[config.mk]
export PLATFORM = sky130hd
export DESIGN_NAME = msb_first_bit_packer
export DESIGN_NICKNAME = d
export VERILOG_FILES = /design/src/rtl/core/msbp_pkg.sv /design/src/rtl/core/msbp_queue.sv /design/src/rtl/core/msbp_front.sv /design/src/rtl/core/msbp_back.sv /design/src/rtl/core/msb_first_bit_packer.sv
export SDC_FILE = /design/constraint.sdc
export NUM_CORES = 1
export LEC_CHECK = 0
export ABC_AREA = 0
export BUFFER_PORTS_ARGS = -buffer_cell sky130_fd_sc_hd__clkbuf_2
export CAP_MARGIN = 15
export CORE_MARGIN = 2
export CORE_UTILIZATION = 40
export DETAILED_ROUTE_END_ITERATION = 8
export GPL_TIMING_DRIVEN = 0
export MAX_ROUTING_LAYER = met4
export PLACE_DENSITY = 0.52
export SYNTH_ARGS = -nofsm -noshare
export SYNTH_HDL_FRONTEND = slang
export SYNTH_SLANG_ARGS = --single-unit
[constraint.sdc]
create_clock -name clk -period 13.5 [get_ports clk]
set_clock_uncertainty 0.2 [all_clocks]
set_input_delay 2.025 -clock clk [delete_from_list [all_inputs] [get_ports clk]]
set_output_delay 2.025 -clock clk [all_outputs]
set_load 0.005 [all_outputs]
[src/rtl/core/msbp_pkg.sv]
// Shared types, operation codes and default sizes for the MSB-first bit packer.
// Used by msbp_front, msbp_back and the top level in rtl/core; has no dependencies.
package msbp_pkg;

    localparam int MAX_FIELD_BITS = 32;
    localparam int QUEUE_DEPTH    = 2;

    localparam logic [2:0] OP_BITS  = 3'd0;
    localparam logic [2:0] OP_U8    = 3'd1;
    localparam logic [2:0] OP_U16   = 3'd2;
    localparam logic [2:0] OP_U32   = 3'd3;
    localparam logic [2:0] OP_FLUSH = 3'd4;

    typedef enum logic [1:0] {
        KIND_BITS    = 2'd0,
        KIND_ALIGNED = 2'd1,
        KIND_FLUSH   = 2'd2
    } kind_t;

    typedef struct packed {
        kind_t      kind;
        logic [2:0] bytes;
    } ctl_t;

endpackage

[src/rtl/core/msbp_queue.sv]
// Small register FIFO that decouples the request decoder from the byte emitter.
// Generic width and depth; no package dependencies.
module msbp_queue #(
    parameter int WIDTH = 8,
    parameter int DEPTH = 2
) (
    input  logic             clk,
    input  logic             rst_n,
    input  logic             push,
    output logic             full,
    input  logic             pop,
    output logic             valid,
    input  logic [WIDTH-1:0] wdata,
    output logic [WIDTH-1:0] rdata
);
    localparam int AW = (DEPTH > 1) ? $clog2(DEPTH) : 1;
    localparam int CW = $clog2(DEPTH + 1);

    logic [WIDTH-1:0] mem_reg [DEPTH];
    logic [AW-1:0]    wr_ptr_reg;
    logic [AW-1:0]    wr_ptr_next;
    logic [AW-1:0]    rd_ptr_reg;
    logic [AW-1:0]    rd_ptr_next;
    logic [CW-1:0]    count_reg;
    logic [CW-1:0]    count_next;
    logic             do_push;
    logic             do_pop;

    assign full    = (count_reg == CW'(DEPTH));
    assign valid   = (count_reg != '0);
    assign do_push = push && !full;
    assign do_pop  = pop && valid;
    assign rdata   = mem_reg[rd_ptr_reg];

    always_comb
    begin
        wr_ptr_next = wr_ptr_reg;
        rd_ptr_next = rd_ptr_reg;
        count_next  = count_reg;
        if (do_push)
        begin
            wr_ptr_next = (wr_ptr_reg == AW'(DEPTH - 1)) ? '0 : wr_ptr_reg + 1'b1;
        end
        if (do_pop)
        begin
            rd_ptr_next = (rd_ptr_reg == AW'(DEPTH - 1)) ? '0 : rd_ptr_reg + 1'b1;
        end
        if (do_push && !do_pop)
        begin
            count_next = count_reg + 1'b1;
        end
        else if (do_pop && !do_push)
        begin
            count_next = count_reg - 1'b1;
        end
    end

    always_ff @(posedge clk or negedge rst_n)
    begin
        if (!rst_n)
        begin
            wr_ptr_reg <= '0;
            rd_ptr_reg <= '0;
            count_reg  <= '0;
        end
        else
        begin
            wr_ptr_reg <= wr_ptr_next;
            rd_ptr_reg <= rd_ptr_next;
            count_reg  <= count_next;
        end
    end

    always_ff @(posedge clk)
    begin
        if (do_push)
        begin
            mem_reg[wr_ptr_reg] <= wdata;
        end
    end

endmodule

[src/rtl/core/msbp_front.sv]
// Request decoder: classifies each operation and left-aligns bit fields.
// Depends on msbp_pkg.
module msbp_front #(
    parameter int MFB = msbp_pkg::MAX_FIELD_BITS,
    parameter int CW  = $clog2(MFB + 1)
) (
    input  logic [2:0]     op,
    input  logic [31:0]    value,
    input  logic [5:0]     nbits,
    output logic           cmd_valid,
    output msbp_pkg::ctl_t cmd_ctl,
    output logic [MFB-1:0] cmd_field,
    output logic [CW-1:0]  cmd_cnt,
    output logic [31:0]    cmd_data
);
    import msbp_pkg::*;

    logic [MFB+31:0] value_ext;
    logic [MFB-1:0]  value_fit;
    logic [CW-1:0]   nbits_sat;
    logic [CW-1:0]   align_shift;

    assign value_ext   = {{MFB{1'b0}}, value};
    assign value_fit   = value_ext[MFB-1:0];
    assign nbits_sat   = ({1'b0, nbits} > 7'(MFB)) ? CW'(MFB) : CW'(nbits);
    assign align_shift = CW'(MFB) - nbits_sat;

    always_comb
    begin
        cmd_valid       = 1'b0;
        cmd_ctl.kind    = KIND_BITS;
        cmd_ctl.bytes   = 3'd0;
        cmd_field       = '0;
        cmd_cnt         = '0;
        cmd_data        = value;
        unique case (op)
            OP_BITS:
            begin
                cmd_valid = (nbits_sat != '0);
                cmd_field = value_fit << align_shift;
                cmd_cnt   = nbits_sat;
            end
            OP_U8:
            begin
                cmd_valid     = 1'b1;
                cmd_ctl.kind  = KIND_ALIGNED;
                cmd_ctl.bytes = 3'd1;
            end
            OP_U16:
            begin
                cmd_valid     = 1'b1;
                cmd_ctl.kind  = KIND_ALIGNED;
                cmd_ctl.bytes = 3'd2;
            end
            OP_U32:
            begin
                cmd_valid     = 1'b1;
                cmd_ctl.kind  = KIND_ALIGNED;
                cmd_ctl.bytes = 3'd4;
            end
            OP_FLUSH:
            begin
                cmd_valid    = 1'b1;
                cmd_ctl.kind = KIND_FLUSH;
            end
            default:
            begin
                cmd_valid = 1'b0;
            end
        endcase
    end

endmodule

[src/rtl/core/msbp_back.sv]
// Byte emitter: holds the partial byte and produces at most one output byte per step.
// Depends on msbp_pkg; fed from msbp_queue.
module msbp_back #(
    parameter int MFB = msbp_pkg::MAX_FIELD_BITS,
    parameter int CW  = $clog2(MFB + 1)
) (
    input  logic           clk,
    input  logic           rst_n,
    input  logic           q_valid,
    output logic           q_pop,
    input  msbp_pkg::ctl_t q_ctl,
    input  logic [MFB-1:0] q_field,
    input  logic [CW-1:0]  q_cnt,
    input  logic [31:0]    q_data,
    output logic           empty,
    input  logic           pop,
    output logic [7:0]     out_byte,
    output logic           last
);
    import msbp_pkg::*;

    logic           busy_reg;
    logic           busy_next;
    ctl_t           ctl_reg;
    logic [MFB-1:0] field_reg;
    logic [MFB-1:0] field_next;
    logic [CW-1:0]  rem_reg;
    logic [CW-1:0]  rem_next;
    logic [31:0]    data_reg;
    logic [31:0]    data_next;
    logic [2:0]     bytes_reg;
    logic [2:0]     bytes_next;
    logic [7:0]     partial_reg;
    logic [7:0]     partial_next;
    logic [2:0]     fill_reg;
    logic [2:0]     fill_next;
    logic           out_valid_reg;
    logic [7:0]     out_byte_reg;
    logic           last_reg;

    logic [3:0]     free;
    logic [3:0]     take_cnt;
    logic [3:0]     fill_sum;
    logic [7:0]     top8;
    logic [7:0]     take_bits;
    logic [7:0]     merged;
    logic [CW-1:0]  rem_after;
    logic           step_emit;
    logic           step_done;
    logic [7:0]     step_byte;
    logic           step_last;
    logic           slot_free;
    logic           step_fire;
    logic           load;

    assign free      = 4'd8 - {1'b0, fill_reg};
    assign take_cnt  = (rem_reg >= CW'(free)) ? free : 4'(rem_reg);
    assign fill_sum  = {1'b0, fill_reg} + take_cnt;
    assign top8      = field_reg[MFB-1 -: 8];
    assign take_bits = top8 >> (4'd8 - take_cnt);
    assign merged    = partial_reg | 8'(take_bits << (free - take_cnt));
    assign rem_after = rem_reg - CW'(take_cnt);

    always_comb
    begin
        step_emit    = 1'b0;
        step_done    = 1'b0;
        step_byte    = partial_reg;
        step_last    = 1'b0;
        partial_next = partial_reg;
        fill_next    = fill_reg;
        field_next   = field_reg;
        rem_next     = rem_reg;
        data_next    = data_reg;
        bytes_next   = bytes_reg;
        unique case (ctl_reg.kind)
            KIND_BITS:
            begin
                field_next = field_reg << take_cnt;
                rem_next   = rem_after;
                step_done  = (rem_after == '0);
                if (fill_sum == 4'd8)
                begin
                    step_emit    = 1'b1;
                    step_byte    = merged;
                    step_last    = (rem_after < CW'(8));
                    partial_next = 8'd0;
                    fill_next    = 3'd0;
                end
                else
                begin
                    partial_next = merged;
                    fill_next    = fill_sum[2:0];
                end
            end
            KIND_ALIGNED:
            begin
                step_emit = 1'b1;
                if (fill_reg != 3'd0)
                begin
                    step_byte    = partial_reg;
                    partial_next = 8'd0;
                    fill_next    = 3'd0;
                end
                else
                begin
                    step_byte  = data_reg[7:0];
                    step_last  = (bytes_reg == 3'd1);
                    step_done  = (bytes_reg == 3'd1);
                    data_next  = data_reg >> 8;
                    bytes_next = bytes_reg - 3'd1;
                end
            end
            KIND_FLUSH:
            begin
                step_done = 1'b1;
                if (fill_reg != 3'd0)
                begin
                    step_emit    = 1'b1;
                    step_byte    = partial_reg;
                    step_last    = 1'b1;
                    partial_next = 8'd0;
                    fill_next    = 3'd0;
                end
            end
            default:
            begin
                step_done = 1'b1;
            end
        endcase
    end

    assign slot_free = !out_valid_reg || pop;
    assign step_fire = busy_reg && (!step_emit || slot_free);
    assign load      = q_valid && (!busy_reg || (step_fire && step_done));
    assign q_pop     = load;
    assign busy_next = load ? 1'b1 : ((step_fire && step_done) ? 1'b0 : busy_reg);

    assign empty    = !out_valid_reg;
    assign out_byte = out_byte_reg;
    assign last     = last_reg;

    always_ff @(posedge clk or negedge rst_n)
    begin
        if (!rst_n)
        begin
            busy_reg      <= 1'b0;
            partial_reg   <= 8'd0;
            fill_reg      <= 3'd0;
            out_valid_reg <= 1'b0;
        end
        else
        begin
            busy_reg <= busy_next;
            if (step_fire)
            begin
                partial_reg <= partial_next;
                fill_reg    <= fill_next;
            end
            if (step_fire && step_emit)
            begin
                out_valid_reg <= 1'b1;
            end
            else if (pop)
            begin
                out_valid_reg <= 1'b0;
            end
        end
    end

    always_ff @(posedge clk)
    begin
        if (load)
        begin
            ctl_reg   <= q_ctl;
            field_reg <= q_field;
            rem_reg   <= q_cnt;
            data_reg  <= q_data;
            bytes_reg <= q_ctl.bytes;
        end
        else if (step_fire)
        begin
            field_reg <= field_next;
            rem_reg   <= rem_next;
            data_reg  <= data_next;
            bytes_reg <= bytes_next;
        end
        if (step_fire && step_emit)
        begin
            out_byte_reg <= step_byte;
            last_reg     <= step_last;
        end
    end

endmodule

[src/rtl/core/msb_first_bit_packer.sv]
// MSB-first bit packer top level: decoder, request queue and byte emitter.
// Requests pass the queue and the emitter's request registers; the emitter then
// produces one byte per cycle while its output is empty or popped. A bit write that
// leaves leftover bits, or a flush with no partial byte, takes a step with no byte.
// Zero-width writes and unused codes never reach the emitter.
// Reset clears the partial byte, the queue and the output valid flag at once.
module msb_first_bit_packer #(
    parameter int MAX_FIELD_BITS = msbp_pkg::MAX_FIELD_BITS,
    parameter int QUEUE_DEPTH    = msbp_pkg::QUEUE_DEPTH
) (
    input  logic        clk,
    input  logic        rst_n,
    input  logic        push,
    output logic        full,
    input  logic [2:0]  op,
    input  logic [31:0] value,
    input  logic [5:0]  nbits,
    output logic        empty,
    input  logic        pop,
    output logic [7:0]  out_byte,
    output logic        last
);
    import msbp_pkg::*;

    localparam int CW = $clog2(MAX_FIELD_BITS + 1);
    localparam int CTLW = $bits(ctl_t);
    localparam int EW = CTLW + MAX_FIELD_BITS + CW + 32;

    logic                      f_valid;
    ctl_t                      f_ctl;
    logic [MAX_FIELD_BITS-1:0] f_field;
    logic [CW-1:0]             f_cnt;
    logic [31:0]               f_data;
    logic [EW-1:0]             q_wdata;
    logic [EW-1:0]             q_rdata;
    logic                      q_valid;
    logic                      q_pop;
    ctl_t                      q_ctl;
    logic [MAX_FIELD_BITS-1:0] q_field;
    logic [CW-1:0]             q_cnt;
    logic [31:0]               q_data;

    msbp_front #(
        .MFB (MAX_FIELD_BITS),
        .CW  (CW)
    ) u_front (
        .op        (op),
        .value     (value),
        .nbits     (nbits),
        .cmd_valid (f_valid),
        .cmd_ctl   (f_ctl),
        .cmd_field (f_field),
        .cmd_cnt   (f_cnt),
        .cmd_data  (f_data)
    );

    assign q_wdata = {f_ctl, f_field, f_cnt, f_data};

    msbp_queue #(
        .WIDTH (EW),
        .DEPTH (QUEUE_DEPTH)
    ) u_queue (
        .clk   (clk),
        .rst_n (rst_n),
        .push  (push && f_valid),
        .full  (full),
        .pop   (q_pop),
        .valid (q_valid),
        .wdata (q_wdata),
        .rdata (q_rdata)
    );

    assign q_ctl   = ctl_t'(q_rdata[EW-1 -: CTLW]);
    assign q_field = q_rdata[MAX_FIELD_BITS+CW+31 -: MAX_FIELD_BITS];
    assign q_cnt   = q_rdata[CW+31 -: CW];
    assign q_data  = q_rdata[31:0];

    msbp_back #(
        .MFB (MAX_FIELD_BITS),
        .CW  (CW)
    ) u_back (
        .clk      (clk),
        .rst_n    (rst_n),
        .q_valid  (q_valid),
        .q_pop    (q_pop),
        .q_ctl    (q_ctl),
        .q_field  (q_field),
        .q_cnt    (q_cnt),
        .q_data   (q_data),
        .empty    (empty),
        .pop      (pop),
        .out_byte (out_byte),
        .last     (last)
    );

endmodule

Word level (Yosys, flattened, before mapping)
Memory sizes are Yosys's and may differ from the RTL's.
Index checks and enable logic that the tools add are counted.

storage, ports and cells
  bits in writable memories = 150
  bits of input ports = 45
  logic and storage cells = 129
  output and inout bits = 11
  memories = 1
  register bits after elaboration = 101

cells by class
  shift operators = 4
  mux-type cells = 47
  equal/unequal tests = 11
  $add $sub $neg = 11
  reductions and logical operators = 37
  bitwise logic cells = 1
  magnitude comparators = 3

memories
  memory           depth  bits a word  rd ports  clocked after Yosys merged registers in  write ports  RTL line          source
  u_queue.mem_reg  2      75           1         0                                        1            msbp_queue.sv:19  logic [WIDTH-1:0] mem_reg [DEPTH];

operators with widths
  operator            count
  $mux 32             8
  $mux 8              4
  $pmux 8 s2          2
  $shl 32x4->32       1
  $shl 32x6->32       1
  $mux 6              5
  $mux 3              6
  $reduce_bool 2->1   8
  $mux 1              12
  $logic_and 1x1->1   9
  $pmux 3 s3          1
  $or 8x8->8          1
  $shl 8x4->8         1
  $shr 8x4->8         1
  $eq 3x1->1 const B  2
  $eq 3x2->1 const B  2
  $ge 6x4->1          1
  $gt 6x6->1 const B  1
  $logic_not 1->1     6
  $logic_not 6->1     1
  $lt 6x4->1 const B  1
  $pmux 1 s3          2
  $pmux 3 s2          1
  $reduce_and 3->1    2
  28 further kinds    35

Longest topological paths before layout
  depth after elaboration = 17
  depth in mapped cells = 27
  mapped depth without buffers = 22

Cells and area by module
A second synthesis with hierarchy kept.

unflattened totals
  cells, all modules = 1,250
  area, all modules = 15,284.7 um^2

by module, submodules not included
  module                sequential area each (um^2)  cells each  instances  area an instance (um^2)
  msbp_back             2,847.7                      710         1          7,053.0
  msbp_queue            4,604.4                      252         1          5,764.3
  msbp_front            0.0                          287         1          2,461.1
  msb_first_bit_packer  0.0                          1           1          6.3

Worst setup path after synthesis
Ideal clock, no wire load.

  kind = in2reg
  start = in nbits[0]
  end = mem u_queue.mem_reg[0][0] (netlist bit), enable pin
  buffers on the path = 1
  setup slack = 6.675 ns
  library setup time = 0.509 ns
  cell stages on the path = 7
  arrival time = 6.116 ns
  required time = 12.791 ns
  cell sequence = nor2b_1 -> clkbuf_1 -> inv_1 -> ha_1 -> nand4_1 -> nand4b_1 -> nor2_1

on the way
  word-level cells in the longest chain between the ends = 8

RTL lines
  element                           RTL line                    source
  start, declared                   msb_first_bit_packer.sv:17  input logic [5:0] nbits,
  $gt 6x6->1                        msbp_front.sv:25            assign nbits_sat = ({1'b0, nbits} > 7'(MFB)) ? CW'(MFB) : CW'(nbits);
  $mux 6 (*)                        msbp_front.sv:25
  $reduce_bool 6->1 (*)             msbp_front.sv:39            cmd_valid = (nbits_sat != '0);
  $pmux 1 s2 (*)                    msbp_front.sv:36            unique case (op)
  $logic_and 1x1->1 (*)             msb_first_bit_packer.sv:65  .push (push && f_valid),
  $logic_and 1x1->1 (*)             msbp_queue.sv:31            assign do_push = push && !full;
  $mux 1 (*)                        msbp_queue.sv:76            if (do_push)
  $mux 1 (implied by the code) (*)  msbp_queue.sv:78            mem_reg[wr_ptr_reg] <= wdata;
  end, declared                     msbp_queue.sv:19

Mark *: on every way between the ends. The rest lies on a longest branch, timed or not.

Worst setup path after layout
  start = reg u_back.fill_reg[0]
  end = reg u_back.field_reg[9], enable pin

on the way
  word-level cells in the longest chain between the ends = 15
  elaborated cells on any way between the ends = 22
  those cells by class = add/sub (3); order compare (1); eq/ne (1); mux (6); reduce/logical (11)

RTL lines
  element                                RTL line                    source
  start, declared                        msbp_back.sv:35             logic [2:0] fill_reg;
  start signal, assigned                 msbp_back.sv:158            fill_reg <= fill_next;
  $sub 4x3->4                            msbp_back.sv:56             assign free = 4'd8 - {1'b0, fill_reg};
  $ge 6x4->1                             msbp_back.sv:57             assign take_cnt = (rem_reg >= CW'(free)) ? free : 4'(rem_reg);
  $mux 4                                 msbp_back.sv:57
  $add 3x4->4                            msbp_back.sv:58             assign fill_sum = {1'b0, fill_reg} + take_cnt;
  $eq 4x4->1                             msbp_back.sv:82             if (fill_sum == 4'd8)
  $mux 1                                 msbp_back.sv:82
  $pmux 1 s3                             msbp_back.sv:76             unique case (ctl_reg.kind)
  $logic_not 1->1                        msbp_back.sv:134            assign step_fire = busy_reg && (!step_emit || slot_free);
  $logic_or 1x1->1                       msbp_back.sv:134
  $logic_and 1x1->1                      msbp_back.sv:134
  $logic_and 1x1->1 (*)                  msbp_back.sv:135            assign load = q_valid && (!busy_reg || (step_fire && step_done));
  $logic_or 1x1->1 (*)                   msbp_back.sv:135
  $logic_and 1x1->1 (*)                  msbp_back.sv:135
  net q_pop                              msb_first_bit_packer.sv:37  logic q_pop;
  $reduce_bool 2->1 (no source line)     -
  $reduce_and 2->1 (no source line) (*)  -
  end signal, assigned                   msbp_back.sv:176            field_reg <= q_field;
  end signal, assigned                   msbp_back.sv:183            field_reg <= field_next;
  end, declared                          msbp_back.sv:25             logic [MFB-1:0] field_reg;

The timed path passes the listed nets; every way through them passes the cells marked *.
A chain may end at the register's enable or synchronous reset.

==> results.json <==
{
  "worst-endpoint-required_ns": 13.46,
  "track_usage": 0.2102,
  "final_max_slew_viol_count": 0,
  "worst_path_max_delay_cell": "sky130_fd_sc_hd__a21o_2",
  "clkLatencyLatePin_ns": 0.54,
  "fp-row-count": 69,
  "r2r_setup_slack_ns": 5.49,
  "largest_reg_flops": 150,
  "finish.net_count": 1320,
  "design.portCount": 56,
  "regArea_um2": 7452,
  "wire_length_of_the_first_global_routing_pass_um": 59240,
  "drt_wl_total_um": 38790,
  "die_width_um": 193.3,
  "finalSetupViolations": 0,
  "floorplan.die_area_um2": 37360,
  "multi_input_comb_area_um2": 6516,
  "routedWlPerCell_um": 22.36,
  "reg2reg_from": "u_back.fill_reg[0]",
  "most_instantiated_library_cell_after_synthesis": "sky130_fd_sc_hd__mux2i_1",
  "synth_top_area_cell": "sky130_fd_sc_hd__edfxtp_1",
  "fin_setup_tns_ns": 0,
  "drt.antenna.violating_nets": 0,
  "worstHoldEndpoint": "u_back.partial_reg[6]",
  "remaining_drc_errors": 0,
  "design.core.area_um2": 35400,
  "setup.worst_path.start_class": "flop",
  "timing.final.crit_share": 0.5933,
  "syn-num-nets": 1230,
  "cp_top_family": "compound AO/OA/AOI/OAI gates",
  "synthCells": 1163,
  "fp.dieH_um": 193.3,
  "synth.cell_area_um2": 14330,
  "hold_depth": 2,
  "ys_top_cells_by_area": "sky130_fd_sc_hd__edfxtp_1, sky130_fd_sc_hd__mux2i_1, sky130_fd_sc_hd__mux2_2, sky130_fd_sc_hd__dfrtp_1, sky130_fd_sc_hd__mux2_1",
  "worst_hold_startpoint": "u_back.partial_reg[6]",
  "worstPathArrival_ns": 7.97,
  "max_stage_delay_ns": 0.70,
  "async_reset_ff_frac": 0.06773,
  "via_per_inst": 5.643,
  "synth_common_cells": "sky130_fd_sc_hd__mux2i_1, sky130_fd_sc_hd__edfxtp_1, sky130_fd_sc_hd__nand2_1",
  "run_status": "finished clean",
  "number_of_buffers_created_by_cts": 28,
  "cp_common_cell": "sky130_fd_sc_hd__ha_1",
  "mean_instance_size_in_the_synthesized_netlist_um2": 12.32,
  "drive_gt1_frac": 0.1515,
  "fillerInstances": 3316,
  "worst-slew-pin-transition_ns": 1.116,
  "cts_setup_buffers": 0,
  "start_util": 0.4049,
  "postSynth.topFlopCell": "sky130_fd_sc_hd__edfxtp_1",
  "worst_setup_path_end_kind": "flop",
  "worst_setup_hold_path_clk_slew_ns": 0.06,
  "via_count": 9791,
  "min_path_type": "flop to flop",
  "fmax_ghz": 0.1248,
  "crit_chain": "inv_1 > ha_1 > clkbuf_1 > inv_1 > ha_1 > a21oi_1 > o21ai_1 > nand2_1 > buf_2 > buf_2 > ha_1 > inv_1 > ha_1 > nor2_1 > or3_1 > o211a_1 > and4b_1 > and3_1 > o221ai_2 > o221ai_2 > buf_4 > buf_4 > a21o_2",
  "worst-setup-path-type": "flop to flop",
  "yosys.area.top_type_share": 0.4902,
  "cts.path.max_buffers": 3,
  "ys_seq_elements": 251,
  "path_max_fanout": 36,
  "synth-warning-count": 0,
  "rr_worst_depth": 23,
  "r2r-end": "u_back.field_reg[9]",
  "place_congestion": 0.8873,
  "post_cts_resize_count": 0,
  "vias_in_the_first_global_route": 9650,
  "area_growth_pct": 12.67,
  "synth_edf_count": 234,
  "clockRootBuffer": "sky130_fd_sc_hd__clkbuf_16",
  "num_antenna_cells": 0,
  "slew_headroom": 0.2510,
  "port_buffers": 55,
  "cts_tree": "built",
  "rsz_0062_raised_after_global_routing": "no",
  "post_cts_hold_buffer_count": 0,
  "hold_viol": 0,
  "yosysUniqueCellTypes": 76,
  "drt-pass1-iter-count": 5,
  "cts_num_sinks": 251,
  "grt_antenna_before_repair": 0,
  "detailed_place_hpwl_um": 29480,
  "max_cap_viol_count": 0,
  "fraction_of_the_yosys_area_taken_by_sequential_cells": 0.5199,
  "critical_path.n_buffers_inverters": 8,
  "first_iter_violations": 573,
  "grt_max_degree": 60,
  "grt_overflow_total": 0,
  "fin_crit_ns": 8.010,
  "cts.htree.levels": 1
}
layer usage:
layer / vias to the layer above / global-route usage / wire (um)
met5: - / - / 0
met4: 0 / 0.06022 / 1094
met3: 51 / 0.02214 / 1520
met2: 232 / 0.3279 / 17820
met1: 4839 / 0.2917 / 18360
li1: 4669 / - / -
placed cells by master, fill, tap and decap left out, types with 17 or more instances in the layout:
cell type and instances:
sky130_fd_sc_hd__clkbuf_16 29, sky130_fd_sc_hd__nand2_1 75, sky130_fd_sc_hd__inv_1 30, sky130_fd_sc_hd__a31oi_1 17, sky130_fd_sc_hd__o21ai_0 31, sky130_fd_sc_hd__dfrtp_1 17
sky130_fd_sc_hd__mux2_2 59, sky130_fd_sc_hd__clkbuf_1 47, sky130_fd_sc_hd__ha_1 22, sky130_fd_sc_hd__mux2i_1 235, sky130_fd_sc_hd__nor3_1 21, sky130_fd_sc_hd__nor2_1 59
sky130_fd_sc_hd__clkbuf_2 55, sky130_fd_sc_hd__mux2_1 28, sky130_fd_sc_hd__a21oi_1 21, sky130_fd_sc_hd__edfxtp_1 234, sky130_fd_sc_hd__nor2b_1 17
worst min-delay path, stage by stage (launching register included):
cell and delay, ns:
sky130_fd_sc_hd__dfrtp_1 0.34, sky130_fd_sc_hd__nand2_1 0.05, sky130_fd_sc_hd__o21ai_0 0.07
area by class of cell:
cell class                 instances  share of cell area
sequential                       251              0.4615
clock buffer                      37             0.04680
buffer                            61             0.01557
inverter                          35            0.008135
clock inverter                    14            0.005656
multi-input combinational        816              0.4035
timing repair buffer              60             0.02317
tap                              461             0.03572
through the flow:
step	util	std cells	cell area, um^2	hold WS, ns	worst slack (ns)
final	0.4562	1735	16150	0.2970	5.490
after global routing	0.4562	1735	16150	0.3147	5.017
after CTS	0.4562	1735	16150	0.2986	5.518
after detailed placement	0.4323	1684	15300	0.2843	5.572
after global placement	0.4290	1679	15190	0.2710	3.596
after floorplan	-	1163	14330	0.2494	6.675
kinds of logic (layout without fill, tap and decap cells):
| logic type | Yosys count | count (layout) | synth area share |
|---|---|---|---|
| AO/OA/AOI/OAI | 190 | 190 | 0.09454 |
| AND/OR/NAND/NOR | 262 | 262 | 0.09157 |
| XOR/XNOR | 17 | 17 | 0.01091 |
| buffers and inverters | 96 | 207 | 0.02671 |
| flip-flops | 251 | 251 | 0.5199 |
| adder cells (fa/ha/maj) | 22 | 22 | 0.01920 |
| multiplexers | 325 | 325 | 0.2372 |
worst max-delay path by stage:
stage | from | end | slack (ns) | cells past startpoint
final | u_back.fill_reg[0] | u_back.field_reg[9] | 5.49 | 23
after floorplan | nbits[0] | u_queue.mem_reg[0][0] | 6.67 | 7
after global routing | u_back.fill_reg[0] | u_back.field_reg[29] | 5.02 | 23
after CTS | u_back.fill_reg[0] | u_back.rem_reg[0] | 5.52 | 23
after detailed placement | u_back.fill_reg[0] | u_back.field_reg[11] | 5.57 | 23
after global placement | nbits[5] | u_queue.mem_reg[0][16] | 3.60 | 8
Power is left out: the tool's default activity adds up to more than one toggle a clock period on the data nets, which glitch-free logic cannot reach.
